**config.mk**
```make
export PLATFORM = sky130hd
export DESIGN_NAME = key_matrix_debounce_layer
export DESIGN_NICKNAME = d
export VERILOG_FILES = /design/src/hw/rtl/kmd_pkg.sv /design/src/hw/rtl/kmd_front.sv /design/src/hw/rtl/kmd_queue.sv /design/src/hw/rtl/kmd_back.sv /design/src/hw/rtl/key_matrix_debounce_layer.sv
export SDC_FILE = /design/constraint.sdc
export NUM_CORES = 1
export LEC_CHECK = 0
export BUFFER_PORTS_ARGS = -buffer_cell sky130_fd_sc_hd__buf_4
export CORE_MARGIN = 4
export CORE_UTILIZATION = 25
export DETAILED_ROUTE_END_ITERATION = 16
export GPL_TIMING_DRIVEN = 1
export HOLD_SLACK_MARGIN = 0.05
export PLACE_DENSITY = 0.49
export SYNTH_ARGS = -nofsm -noshare
export SYNTH_HDL_FRONTEND = slang
export SYNTH_SLANG_ARGS = --single-unit
```
**constraint.sdc**
```tcl
create_clock -name clk -period 10.6 [get_ports clk]
set_clock_uncertainty 0.15 [all_clocks]
set_input_delay 2.65 -clock clk [delete_from_list [all_inputs] [get_ports clk]]
set_output_delay 2.65 -clock clk [all_outputs]
set_load 0.01 [all_outputs]
```
**src/hw/rtl/kmd_pkg.sv**
```systemverilog
`timescale 1ns / 1ps
// ----------------------------------------------------------------------------
// kmd_pkg
// Shared types and constants of the key matrix debounce layer block.
// ----------------------------------------------------------------------------
package kmd_pkg;

    // Field widths of the sample and event words.
    localparam int ROW_W   = 3;
    localparam int COL_W   = 4;
    localparam int COUNT_W = 16;

    // Configuration port.
    localparam int CFG_IDX_W  = 2;
    localparam int CFG_DATA_W = 16;

    localparam logic [CFG_IDX_W-1:0] CFG_LOCKOUT_LENGTH = 2'd0;
    localparam logic [CFG_IDX_W-1:0] CFG_LAYER_KEY_ROW  = 2'd1;
    localparam logic [CFG_IDX_W-1:0] CFG_LAYER_KEY_COL  = 2'd2;

    localparam logic [COUNT_W-1:0] LOCKOUT_LENGTH_RESET = 16'd200;
    localparam logic [ROW_W-1:0]   LAYER_KEY_ROW_RESET  = 3'd3;
    localparam logic [COL_W-1:0]   LAYER_KEY_COL_RESET  = 4'd10;

    // Queue between the front and the back part.
    localparam int QUEUE_DEPTH = 2;

    typedef enum logic [1:0] {
        PH_WAIT_PRESS,
        PH_PRESS_LOCK,
        PH_WAIT_RELEASE,
        PH_RELEASE_LOCK
    } kmd_phase_t;

    // One in-range sample as it travels through the queue.
    typedef struct packed {
        logic [ROW_W-1:0] row;
        logic [COL_W-1:0] col;
        logic             pressed;
    } kmd_item_t;

    // Per-key state held in the key memory.
    typedef struct packed {
        kmd_phase_t         phase;
        logic [COUNT_W-1:0] count;
    } kmd_entry_t;

    // Configuration seen by the back part.
    typedef struct packed {
        logic [COUNT_W-1:0] lockout_length;
        logic [ROW_W-1:0]   layer_key_row;
        logic [COL_W-1:0]   layer_key_col;
    } kmd_cfg_t;

endpackage

```
**src/hw/rtl/kmd_front.sv**
```systemverilog
`timescale 1ns / 1ps
// ----------------------------------------------------------------------------
// kmd_front
// Accepts sample words and passes only those that lie inside the matrix.
// ----------------------------------------------------------------------------
module kmd_front #(
    parameter int ROWS = 5,
    parameter int COLS = 11
) (
    input  logic                    key_valid,
    output logic                    key_stall,
    input  logic [kmd_pkg::ROW_W-1:0] key_row,
    input  logic [kmd_pkg::COL_W-1:0] key_col,
    input  logic                    key_pressed,
    input  logic                    q_full,
    output logic                    q_push,
    output kmd_pkg::kmd_item_t      q_item
);

    logic in_range;

    // Samples outside the matrix are accepted and dropped here.
    assign in_range  = (32'(key_row) < ROWS) && (32'(key_col) < COLS);
    assign key_stall = q_full;
    assign q_push    = key_valid && !q_full && in_range;

    always_comb
    begin
        q_item.row     = key_row;
        q_item.col     = key_col;
        q_item.pressed = key_pressed;
    end

endmodule

```
**src/hw/rtl/kmd_queue.sv**
```systemverilog
`timescale 1ns / 1ps
// ----------------------------------------------------------------------------
// kmd_queue
// Short first-in first-out queue of sample words between front and back.
// ----------------------------------------------------------------------------
module kmd_queue (
    input  logic               clk,
    input  logic               rst_n,
    input  logic               push,
    input  kmd_pkg::kmd_item_t push_item,
    output logic               full,
    input  logic               pop,
    output logic               head_valid,
    output kmd_pkg::kmd_item_t head_item
);

    localparam int PTR_W = (kmd_pkg::QUEUE_DEPTH > 1) ? $clog2(kmd_pkg::QUEUE_DEPTH) : 1;
    localparam int CNT_W = $clog2(kmd_pkg::QUEUE_DEPTH + 1);

    kmd_pkg::kmd_item_t slot_reg [kmd_pkg::QUEUE_DEPTH];
    logic [PTR_W-1:0]   wr_ptr_reg, wr_ptr_next;
    logic [PTR_W-1:0]   rd_ptr_reg, rd_ptr_next;
    logic [CNT_W-1:0]   fill_reg, fill_next;

    function automatic logic [PTR_W-1:0] ptr_inc(input logic [PTR_W-1:0] p);
        logic [PTR_W-1:0] r;
        if (32'(p) == kmd_pkg::QUEUE_DEPTH - 1)
            r = '0;
        else
            r = p + PTR_W'(1);
        return r;
    endfunction

    assign full       = (32'(fill_reg) == kmd_pkg::QUEUE_DEPTH);
    assign head_valid = (fill_reg != '0);
    assign head_item  = slot_reg[rd_ptr_reg];

    always_comb
    begin
        wr_ptr_next = push ? ptr_inc(wr_ptr_reg) : wr_ptr_reg;
        rd_ptr_next = pop  ? ptr_inc(rd_ptr_reg) : rd_ptr_reg;
        fill_next   = fill_reg;
        if (push && !pop)
            fill_next = fill_reg + CNT_W'(1);
        else if (pop && !push)
            fill_next = fill_reg - CNT_W'(1);
    end

    always_ff @(posedge clk or negedge rst_n)
    begin
        if (!rst_n)
        begin
            wr_ptr_reg <= '0;
            rd_ptr_reg <= '0;
            fill_reg   <= '0;
        end
        else
        begin
            wr_ptr_reg <= wr_ptr_next;
            rd_ptr_reg <= rd_ptr_next;
            fill_reg   <= fill_next;
        end
    end

    always_ff @(posedge clk)
    begin
        if (push)
            slot_reg[wr_ptr_reg] <= push_item;
    end

endmodule

```
**src/hw/rtl/kmd_back.sv**
```systemverilog
`timescale 1ns / 1ps
// ----------------------------------------------------------------------------
// kmd_back
// Per-key lockout state machine, layer flag and event output register.
// ----------------------------------------------------------------------------
module kmd_back #(
    parameter int ROWS = 5,
    parameter int COLS = 11
) (
    input  logic                      clk,
    input  logic                      rst_n,
    input  kmd_pkg::kmd_cfg_t         cfg,
    input  logic                      q_valid,
    input  kmd_pkg::kmd_item_t        q_item,
    output logic                      q_pop,
    output logic                      event_valid,
    input  logic                      event_stall,
    output logic [kmd_pkg::ROW_W-1:0] event_row,
    output logic [kmd_pkg::COL_W-1:0] event_col,
    output logic                      event_layer,
    output logic                      event_press
);

    localparam int NKEYS = ROWS * COLS;
    localparam int KEY_W = (NKEYS > 1) ? $clog2(NKEYS) : 1;

    // Key memory with registered read data and one valid bit per key.
    kmd_pkg::kmd_entry_t mem [NKEYS];
    kmd_pkg::kmd_entry_t rd_reg;
    logic [NKEYS-1:0]    valid_reg;

    // Read stage to update stage.
    logic               b_valid_reg;
    kmd_pkg::kmd_item_t b_item_reg;
    logic [KEY_W-1:0]   b_key_reg;

    // Last write, forwarded when the next sample hits the same key.
    logic                last_wr_valid_reg;
    logic [KEY_W-1:0]    last_wr_key_reg;
    kmd_pkg::kmd_entry_t last_wr_data_reg;

    logic active_layer_reg;

    logic                      event_valid_reg;
    logic [kmd_pkg::ROW_W-1:0] event_row_reg;
    logic [kmd_pkg::COL_W-1:0] event_col_reg;
    logic                      event_layer_reg;
    logic                      event_press_reg;

    logic                a_fire;
    logic                b_fire;
    logic [KEY_W-1:0]    a_key;
    kmd_pkg::kmd_entry_t cur;
    kmd_pkg::kmd_entry_t upd;
    logic                timeout;
    logic                ev;
    logic                is_layer_key;
    logic                emit;

    assign a_key  = KEY_W'(32'(q_item.row) * COLS + 32'(q_item.col));
    assign b_fire = b_valid_reg && (!event_valid_reg || !event_stall);
    assign a_fire = q_valid && (!b_valid_reg || b_fire);
    assign q_pop  = a_fire;

    always_comb
    begin
        if (!valid_reg[b_key_reg])
            cur = '0;
        else if (last_wr_valid_reg && (last_wr_key_reg == b_key_reg))
            cur = last_wr_data_reg;
        else
            cur = rd_reg;

        timeout   = (cur.count == kmd_pkg::COUNT_W'(1));
        ev        = 1'b0;
        upd.phase = cur.phase;
        unique case (cur.phase)
            kmd_pkg::PH_WAIT_PRESS:
            begin
                if (b_item_reg.pressed)
                begin
                    ev        = 1'b1;
                    upd.phase = kmd_pkg::PH_PRESS_LOCK;
                end
            end
            kmd_pkg::PH_PRESS_LOCK:
            begin
                if (timeout)
                    upd.phase = kmd_pkg::PH_WAIT_RELEASE;
            end
            kmd_pkg::PH_WAIT_RELEASE:
            begin
                if (!b_item_reg.pressed)
                begin
                    ev        = 1'b1;
                    upd.phase = kmd_pkg::PH_RELEASE_LOCK;
                end
            end
            kmd_pkg::PH_RELEASE_LOCK:
            begin
                if (timeout)
                    upd.phase = kmd_pkg::PH_WAIT_PRESS;
            end
        endcase

        if (ev)
            upd.count = cfg.lockout_length;
        else if (cur.count != '0)
            upd.count = cur.count - kmd_pkg::COUNT_W'(1);
        else
            upd.count = cur.count;

        is_layer_key = (b_item_reg.row == cfg.layer_key_row) &&
                       (b_item_reg.col == cfg.layer_key_col);
        emit = ev && !is_layer_key;
    end

    always_ff @(posedge clk)
    begin
        if (a_fire)
            rd_reg <= mem[a_key];
        if (b_fire)
            mem[b_key_reg] <= upd;
    end

    always_ff @(posedge clk or negedge rst_n)
    begin
        if (!rst_n)
        begin
            valid_reg         <= '0;
            b_valid_reg       <= 1'b0;
            last_wr_valid_reg <= 1'b0;
            active_layer_reg  <= 1'b0;
            event_valid_reg   <= 1'b0;
        end
        else
        begin
            if (a_fire)
                b_valid_reg <= 1'b1;
            else if (b_fire)
                b_valid_reg <= 1'b0;

            if (b_fire)
            begin
                valid_reg[b_key_reg] <= 1'b1;
                last_wr_valid_reg    <= 1'b1;
                if (ev && is_layer_key)
                    active_layer_reg <= b_item_reg.pressed;
            end

            if (b_fire && emit)
                event_valid_reg <= 1'b1;
            else if (!event_stall)
                event_valid_reg <= 1'b0;
        end
    end

    always_ff @(posedge clk)
    begin
        if (a_fire)
        begin
            b_item_reg <= q_item;
            b_key_reg  <= a_key;
        end
        if (b_fire)
        begin
            last_wr_key_reg  <= b_key_reg;
            last_wr_data_reg <= upd;
        end
        if (b_fire && emit)
        begin
            event_row_reg   <= b_item_reg.row;
            event_col_reg   <= b_item_reg.col;
            event_layer_reg <= active_layer_reg;
            event_press_reg <= b_item_reg.pressed;
        end
    end

    assign event_valid = event_valid_reg;
    assign event_row   = event_row_reg;
    assign event_col   = event_col_reg;
    assign event_layer = event_layer_reg;
    assign event_press = event_press_reg;

endmodule

```
**src/hw/rtl/key_matrix_debounce_layer.sv**
```systemverilog
`timescale 1ns / 1ps
// ----------------------------------------------------------------------------
// key_matrix_debounce_layer
// Lockout debounce of scanned key samples with a layer-change key.
// ----------------------------------------------------------------------------
// An event word passes from the queue slot through the read stage register
// to the event output register. Throughput: one sample word per cycle
// unless the event output stalls, set by separate read and write ports of
// the key memory, with the last write forwarded to the next sample.
// Reset: rst_n clears all key phases and counters at once through per-key
// valid bits; no clearing pass. Layer flag and registers return to defaults.
// ----------------------------------------------------------------------------
module key_matrix_debounce_layer #(
    parameter int ROWS = 5,
    parameter int COLS = 11
) (
    input  logic                           clk,
    input  logic                           rst_n,
    input  logic                           cfg_we,
    input  logic [kmd_pkg::CFG_IDX_W-1:0]  cfg_index,
    input  logic [kmd_pkg::CFG_DATA_W-1:0] cfg_data,
    input  logic                           key_valid,
    output logic                           key_stall,
    input  logic [kmd_pkg::ROW_W-1:0]      key_row,
    input  logic [kmd_pkg::COL_W-1:0]      key_col,
    input  logic                           key_pressed,
    output logic                           event_valid,
    input  logic                           event_stall,
    output logic [kmd_pkg::ROW_W-1:0]      event_row,
    output logic [kmd_pkg::COL_W-1:0]      event_col,
    output logic                           event_layer,
    output logic                           event_press
);

    // Configuration registers. Writes to an index past the list are ignored.
    kmd_pkg::kmd_cfg_t cfg_reg;

    always_ff @(posedge clk or negedge rst_n)
    begin
        if (!rst_n)
        begin
            cfg_reg.lockout_length <= kmd_pkg::LOCKOUT_LENGTH_RESET;
            cfg_reg.layer_key_row  <= kmd_pkg::LAYER_KEY_ROW_RESET;
            cfg_reg.layer_key_col  <= kmd_pkg::LAYER_KEY_COL_RESET;
        end
        else if (cfg_we)
        begin
            if (cfg_index == kmd_pkg::CFG_LOCKOUT_LENGTH)
                cfg_reg.lockout_length <= cfg_data;
            else if (cfg_index == kmd_pkg::CFG_LAYER_KEY_ROW)
                cfg_reg.layer_key_row <= cfg_data[kmd_pkg::ROW_W-1:0];
            else if (cfg_index == kmd_pkg::CFG_LAYER_KEY_COL)
                cfg_reg.layer_key_col <= cfg_data[kmd_pkg::COL_W-1:0];
        end
    end

    // The front part takes a sample word whenever the queue has room and
    // drops words whose position lies outside the matrix.
    logic               q_full;
    logic               q_push;
    kmd_pkg::kmd_item_t q_push_item;
    logic               q_pop;
    logic               q_head_valid;
    kmd_pkg::kmd_item_t q_head_item;

    kmd_front #(
        .ROWS (ROWS),
        .COLS (COLS)
    ) u_front (
        .key_valid   (key_valid),
        .key_stall   (key_stall),
        .key_row     (key_row),
        .key_col     (key_col),
        .key_pressed (key_pressed),
        .q_full      (q_full),
        .q_push      (q_push),
        .q_item      (q_push_item)
    );

    // The queue lets the front keep taking words while the event output
    // is stalled, up to its depth.
    kmd_queue u_queue (
        .clk        (clk),
        .rst_n      (rst_n),
        .push       (q_push),
        .push_item  (q_push_item),
        .full       (q_full),
        .pop        (q_pop),
        .head_valid (q_head_valid),
        .head_item  (q_head_item)
    );

    // The back part reads the key's state into the read stage register, then
    // updates and writes it back, and loads the event output register when an
    // event is produced. A press or release of the layer key only moves the flag.
    kmd_back #(
        .ROWS (ROWS),
        .COLS (COLS)
    ) u_back (
        .clk         (clk),
        .rst_n       (rst_n),
        .cfg         (cfg_reg),
        .q_valid     (q_head_valid),
        .q_item      (q_head_item),
        .q_pop       (q_pop),
        .event_valid (event_valid),
        .event_stall (event_stall),
        .event_row   (event_row),
        .event_col   (event_col),
        .event_layer (event_layer),
        .event_press (event_press)
    );

endmodule

```
---- Yosys cells after proc, flatten, opt, wreduce, memory -nomap -nowiden ----
Memory sizes are Yosys's and may differ from the RTL's. A register that Yosys moved wholly into a read port is not among the register bits.
Index checks and enable logic that the tools add are counted.
word-level totals
  flip-flop bits (word level) ............. 133
  bits in latches ......................... 0
  RAM bits ................................ 1006
  ROM bits ................................ 0
  input bits .............................. 31
  logic and storage cells ................. 109
  memories ................................ 2
memory list
  name              words  bits a word  rd ports  clocked after Yosys merged registers in  write ports  RTL line         RTL
  u_back.mem        55     18           1         1                                        1            kmd_back.sv:28   kmd_pkg::kmd_entry_t mem [NKEYS];
  u_queue.slot_reg  2      8            1         0                                        1            kmd_queue.sv:20  kmd_pkg::kmd_item_t slot_reg [kmd_pkg::QUEUE_DEPTH];
operators by class
  add/sub/neg operators ................... 6
  multipliers ............................. 1
  divide/modulo/power cells ............... 0
  magnitude comparators ................... 4
  equal/unequal tests ..................... 11
  shift-type cells ........................ 0
  mux-type cells .......................... 28
  bitwise operators ....................... 3
  reductions and logical operators ........ 32
operators by type and width
  cell                                                                                  number
  55-bit OR                                                                             1
  18-bit 2-to-1 mux                                                                     2
  16-bit 2-to-1 mux                                                                     2
  16-bit by 1-bit == test with 1-bit output (second input constant)                     1
  16-bit nonzero test                                                                   1
  16-bit by 1-bit subtractor with 16-bit output (second input constant)                 1
  1-bit 2-to-1 mux                                                                      14
  1-bit logical AND                                                                     13
  2-bit 2-to-1 mux                                                                      6
  2-bit == test (second input constant)                                                 4
  2-bit one-hot mux with 4 select lines                                                 1
  1-bit logical NOT                                                                     7
  6-bit by 7-bit less-than comparator with 1-bit output (second input constant)         1
  6-bit by 4-bit adder with 6-bit output                                                1
  1-bit binary-select mux with 6-bit select                                             1
  1-bit demux with 6-bit select                                                         1
  6-bit == test                                                                         1
  6-bit by 1-bit greater-or-equal comparator with 1-bit output (second input constant)  1
  3-bit by 4-bit multiplier with 6-bit output (second input constant)                   1
  2-bit nonzero test                                                                    3
  2-bit by 1-bit == test with 1-bit output (second input constant)                      2
  4-bit == test                                                                         1
  2-bit logical NOT                                                                     2
  4-bit less-than comparator (second input constant)                                    1
  12 further kinds                                                                      16

---- Logic depth before layout (Yosys ltp) ----
  depth in word-level cells ............... 9
  gate-level depth with buffers ........... 15
  gate-level depth less buffers ........... 13

---- Cells and area by module ----
A second synthesis with hierarchy kept.
second synthesis, totals
  cells, all modules ...................... 2218
  area total of the unflattened synthesis .. 46044.2 µm²
by module, submodules not included
  module                     times used  cells each  area an instance (µm²)  sequential area each (µm²)
  kmd_back                   1           2114        44247.4                 33156.8
  key_matrix_debounce_layer  1           50          892.1                   584.3
  kmd_queue                  1           41          803.3                   580.6
  kmd_front                  1           13          101.3                   0.0

---- Worst setup path after synthesis ----
Ideal clock, no wire load.
  path type ............................... register to register
  start point ............................. register u_back.b_key_reg[1]
  end point ............................... register u_back.last_wr_data_reg[0] (netlist name) (data pin)
  data arrival time ....................... 5.130 ns
  data required time ...................... 9.786 ns
  path slack .............................. 4.656 ns
  stages on the path, launching flop included .. 13
  buffers on the path ..................... 3
  path through ............................ edfxtp_1 > buf_6 > xor2_1 > or3_1 > buf_2 > clkbuf_1 > nor2_1 > mux2_2 > nand2_1 > ha_1 > o221ai_1 > o21ai_1 > o311ai_1
RTL lines
  element                 RTL line         RTL
  start, declared         kmd_back.sv:35   logic [KEY_W-1:0] b_key_reg;
  start signal, assigned  kmd_back.sv:163  b_key_reg <= a_key;
  end signal, assigned    kmd_back.sv:168  last_wr_data_reg <= upd;
  end, declared           kmd_back.sv:40   kmd_pkg::kmd_entry_t last_wr_data_reg;

==> flow_summary.ini <==
[status]
status = complete, no violations

[finish]
area_growth_pct = 17.1
nets = 2361
largest_register_ff_count = 990
fill_cells = 17410
stdcell_count = 4796
drive_above_1_share_pct = 31.9
multi_input_area_sq_um = 11400
final-seq-area_sq_um = 34300

[die]
fp.dieW_microns = 436
initial_core_util_pct = 25.2
rows = 156
die_area_sq_um = 190000
io_pins = 42
coreArea_sq_um = 181000
die_h_microns = 436

[global_route]
grt_max_degree = 123
antenna_found_initial = 8
overflow = 0
globalRouteTotalUtil_pct = 12.3
grt_pass1_vias = 23223
grt_pass1_wl_microns = 171000

[clock_tree]
cts_hold_buf = 0
clkLatencyLatePin_ns = 0.74
htree_levels = 3
clock_path_buffers = 3
cts_resized = 0
path_clk_slew_ns = 0.06
cts_tree = done
post-cts-setup-buffers = 0
clock-sinks = 1157
cts_root_buf = clkbuf_16
cts_buffers = 117

[route]
antenna_left = 0
wirelength_microns = 119000
first_iter_violations = 2073
viasPerCell = 4.65
firstDrtPassIters = 5
wire_per_inst_microns = 24.9
dr_total_vias = 22304
route.detailed.drc = 0

[synth]
ys_types = 75
synthCells = 2200
seq_area_frac_synth_pct = 75.0
ys_ff_latch = 1157
yosysWarningCount = 0
synth_nets = 2246
synth_area_per_cell_sq_um = 20.8
synth_enable_flop_cells = 1071
synthFlopType = edfxtp_1
async_flop_share_pct = 7.43
netlist_area_sq_um = 45800

[placement]
gp_congestion = 0.831
port_buffers = 41
pre_cts_slack_ns = 4.05
hpwlAfterDp_microns = 65600
placed_cells = 4565

[sta]
slew_violations = 0
finalSetupTns_ns = 0
setup_violations = 0
fmax_mhz = 157
worst_slew_pin_slew_ns = 1.30
layout_min_cycle_time_ns = 6.35
rsz0062_at_grt = no
relSlewSlack_pct = 12.8
worst_slack_ns = 4.25
hold_viol = 0
post-route-period-util_pct = 59.9

[critical_path]
critPathKind = flop to flop
timing.rr.start = u_queue.rd_ptr_reg$_DFFE_PN0P_
critical_path_buf_inv_count = 3
end_kind = flop
cp_slowest_cell = a211oi_1
crit_required_ns = 10.85
critical-path-top-delay-family = buffers and inverters
cp.arrival_ns = 6.60
cp_max_fo = 36
critPathLaunchType = flop
cp_cell_sequence = mux2_2 -> ha_1 -> ha_1 -> ha_4 -> inv_1 -> fa_4 -> xor2_4 -> buf_4 -> buf_4 -> mux4_2 -> and2_1 -> a211oi_1 -> a21oi_1
crit_start = u_queue.rd_ptr_reg$_DFFE_PN0P_
cpPeakStageDelay_ns = 0.88

[hold_path]
hold_path.startpoint = u_back.valid_reg[9]$_DFFE_PN0P_
min_path_type = flop to flop

[run]
maxCapViolCount = 0
## cell usage in the layout (no fill, tap or decap), types with 18 or more instances in the layout
cell type     n
a211oi_1     22
inv_1        23
dfrtp_1      79
clkinv_1     24
mux2_2       35
mux2i_1      56
mux4_2      295
nand2_1      21
and2_1       27
nor2_1       58
nor2_4       34
nor2_2       19
clkbuf_1     18
o21ai_0      26
or2_2        59
clkbuf_16   119
buf_4       101
clkinv_2     24
edfxtp_1   1071
a21oi_1      66
## per-stage QoR
step | hold WS, ns | instance area (sq um) | utilization [%]
after floorplan | 0.269 | 45800 | -
after global placement | 0.282 | 49600 | 27.4
after detailed placement | 0.299 | 49600 | 27.4
after CTS | 0.313 | 53500 | 29.5
after global routing | 0.326 | 53600 | 29.5
final | 0.313 | 53600 | 29.5
## cell usage after synthesis (all sizes together) (3+ instances only)
library cell / n / area, sq um
a211oi: 23 / 178
a21o: 5 / 37.5
a21oi: 66 / 330
and2: 27 / 169
and3: 3 / 18.8
buf: 49 / 254
clkbuf: 59 / 221
dfrtp: 79 / 1980
dfstp: 7 / 184
edfxtp: 1071 / 32200
fa: 3 / 60.1
ha: 12 / 150
inv: 24 / 90.1
mux2: 35 / 394
mux2i: 56 / 561
mux4: 295 / 6640
nand2: 21 / 78.8
nand2b: 5 / 31.3
nand3: 13 / 65.1
nand3b: 6 / 45.0
nand4: 5 / 31.3
nand4b: 3 / 26.3
nor2: 111 / 417
nor2b: 4 / 25.0
nor3: 9 / 50.1
nor4: 12 / 96.3
o2111ai: 4 / 41.3
o211ai: 4 / 30.0
o21ai: 30 / 150
o22ai: 5 / 31.3
o2bb2ai: 3 / 26.3
o311ai: 4 / 35.0
o31ai: 11 / 108
or2: 60 / 375
or3: 9 / 56.3
or4: 5 / 37.5
xnor2: 15 / 131
xor2: 16 / 140
## final cells by class
type | count | area share [%]
sequential | 1157 | 64.1
multi-input combinational | 910 | 21.3
clock buffer | 138 | 5.71
tap | 2370 | 5.53
clock inverter | 83 | 1.61
timing repair buffer | 104 | 1.53
inverter | 25 | 0.175
antenna | 9 | 0.0420
## metal layers
metal / wire (microns) / up-vias / GRT usage [%]
li1: - / 9362 / -
met1: 52500 / 11996 / 16.8
met2: 55800 / 776 / 19.7
met3: 7660 / 170 / 2.95
met4: 3330 / 0 / 3.59
met5: 0 / - / 0
## cell families after synthesis
logic type	Yosys count	synth area share, %
adder cells (fa/ha/maj)	15	0.459
AO/OA/AOI/OAI	176	2.55
AND/OR/NAND/NOR	301	3.48
XOR/XNOR	32	0.645
flip-flops	1157	75.0
multiplexers	386	16.6
buffers and inverters	133	1.24
## final timing paths
kind                                                         end  cells after the start  slack [ns]
max in group asynchronous       u_back.valid_reg[41]$_DFFE_PN0P_                      2        7.40
worst max-delay path                 u_back.rd_reg[11]$_DFFE_PP_                     13        4.25
worst min-delay path             u_back.valid_reg[9]$_DFFE_PN0P_                      1        0.31
worst max register to register       u_back.rd_reg[11]$_DFFE_PP_                     13        4.25
min in group asynchronous                cfg_reg[19]$_DFFE_PN0P_                      1        1.59
worst min register to register   u_back.valid_reg[9]$_DFFE_PN0P_                      1        0.31
Power is not shown: default switching activity piles up to over one toggle a cycle in this logic, so the estimate is an artifact.
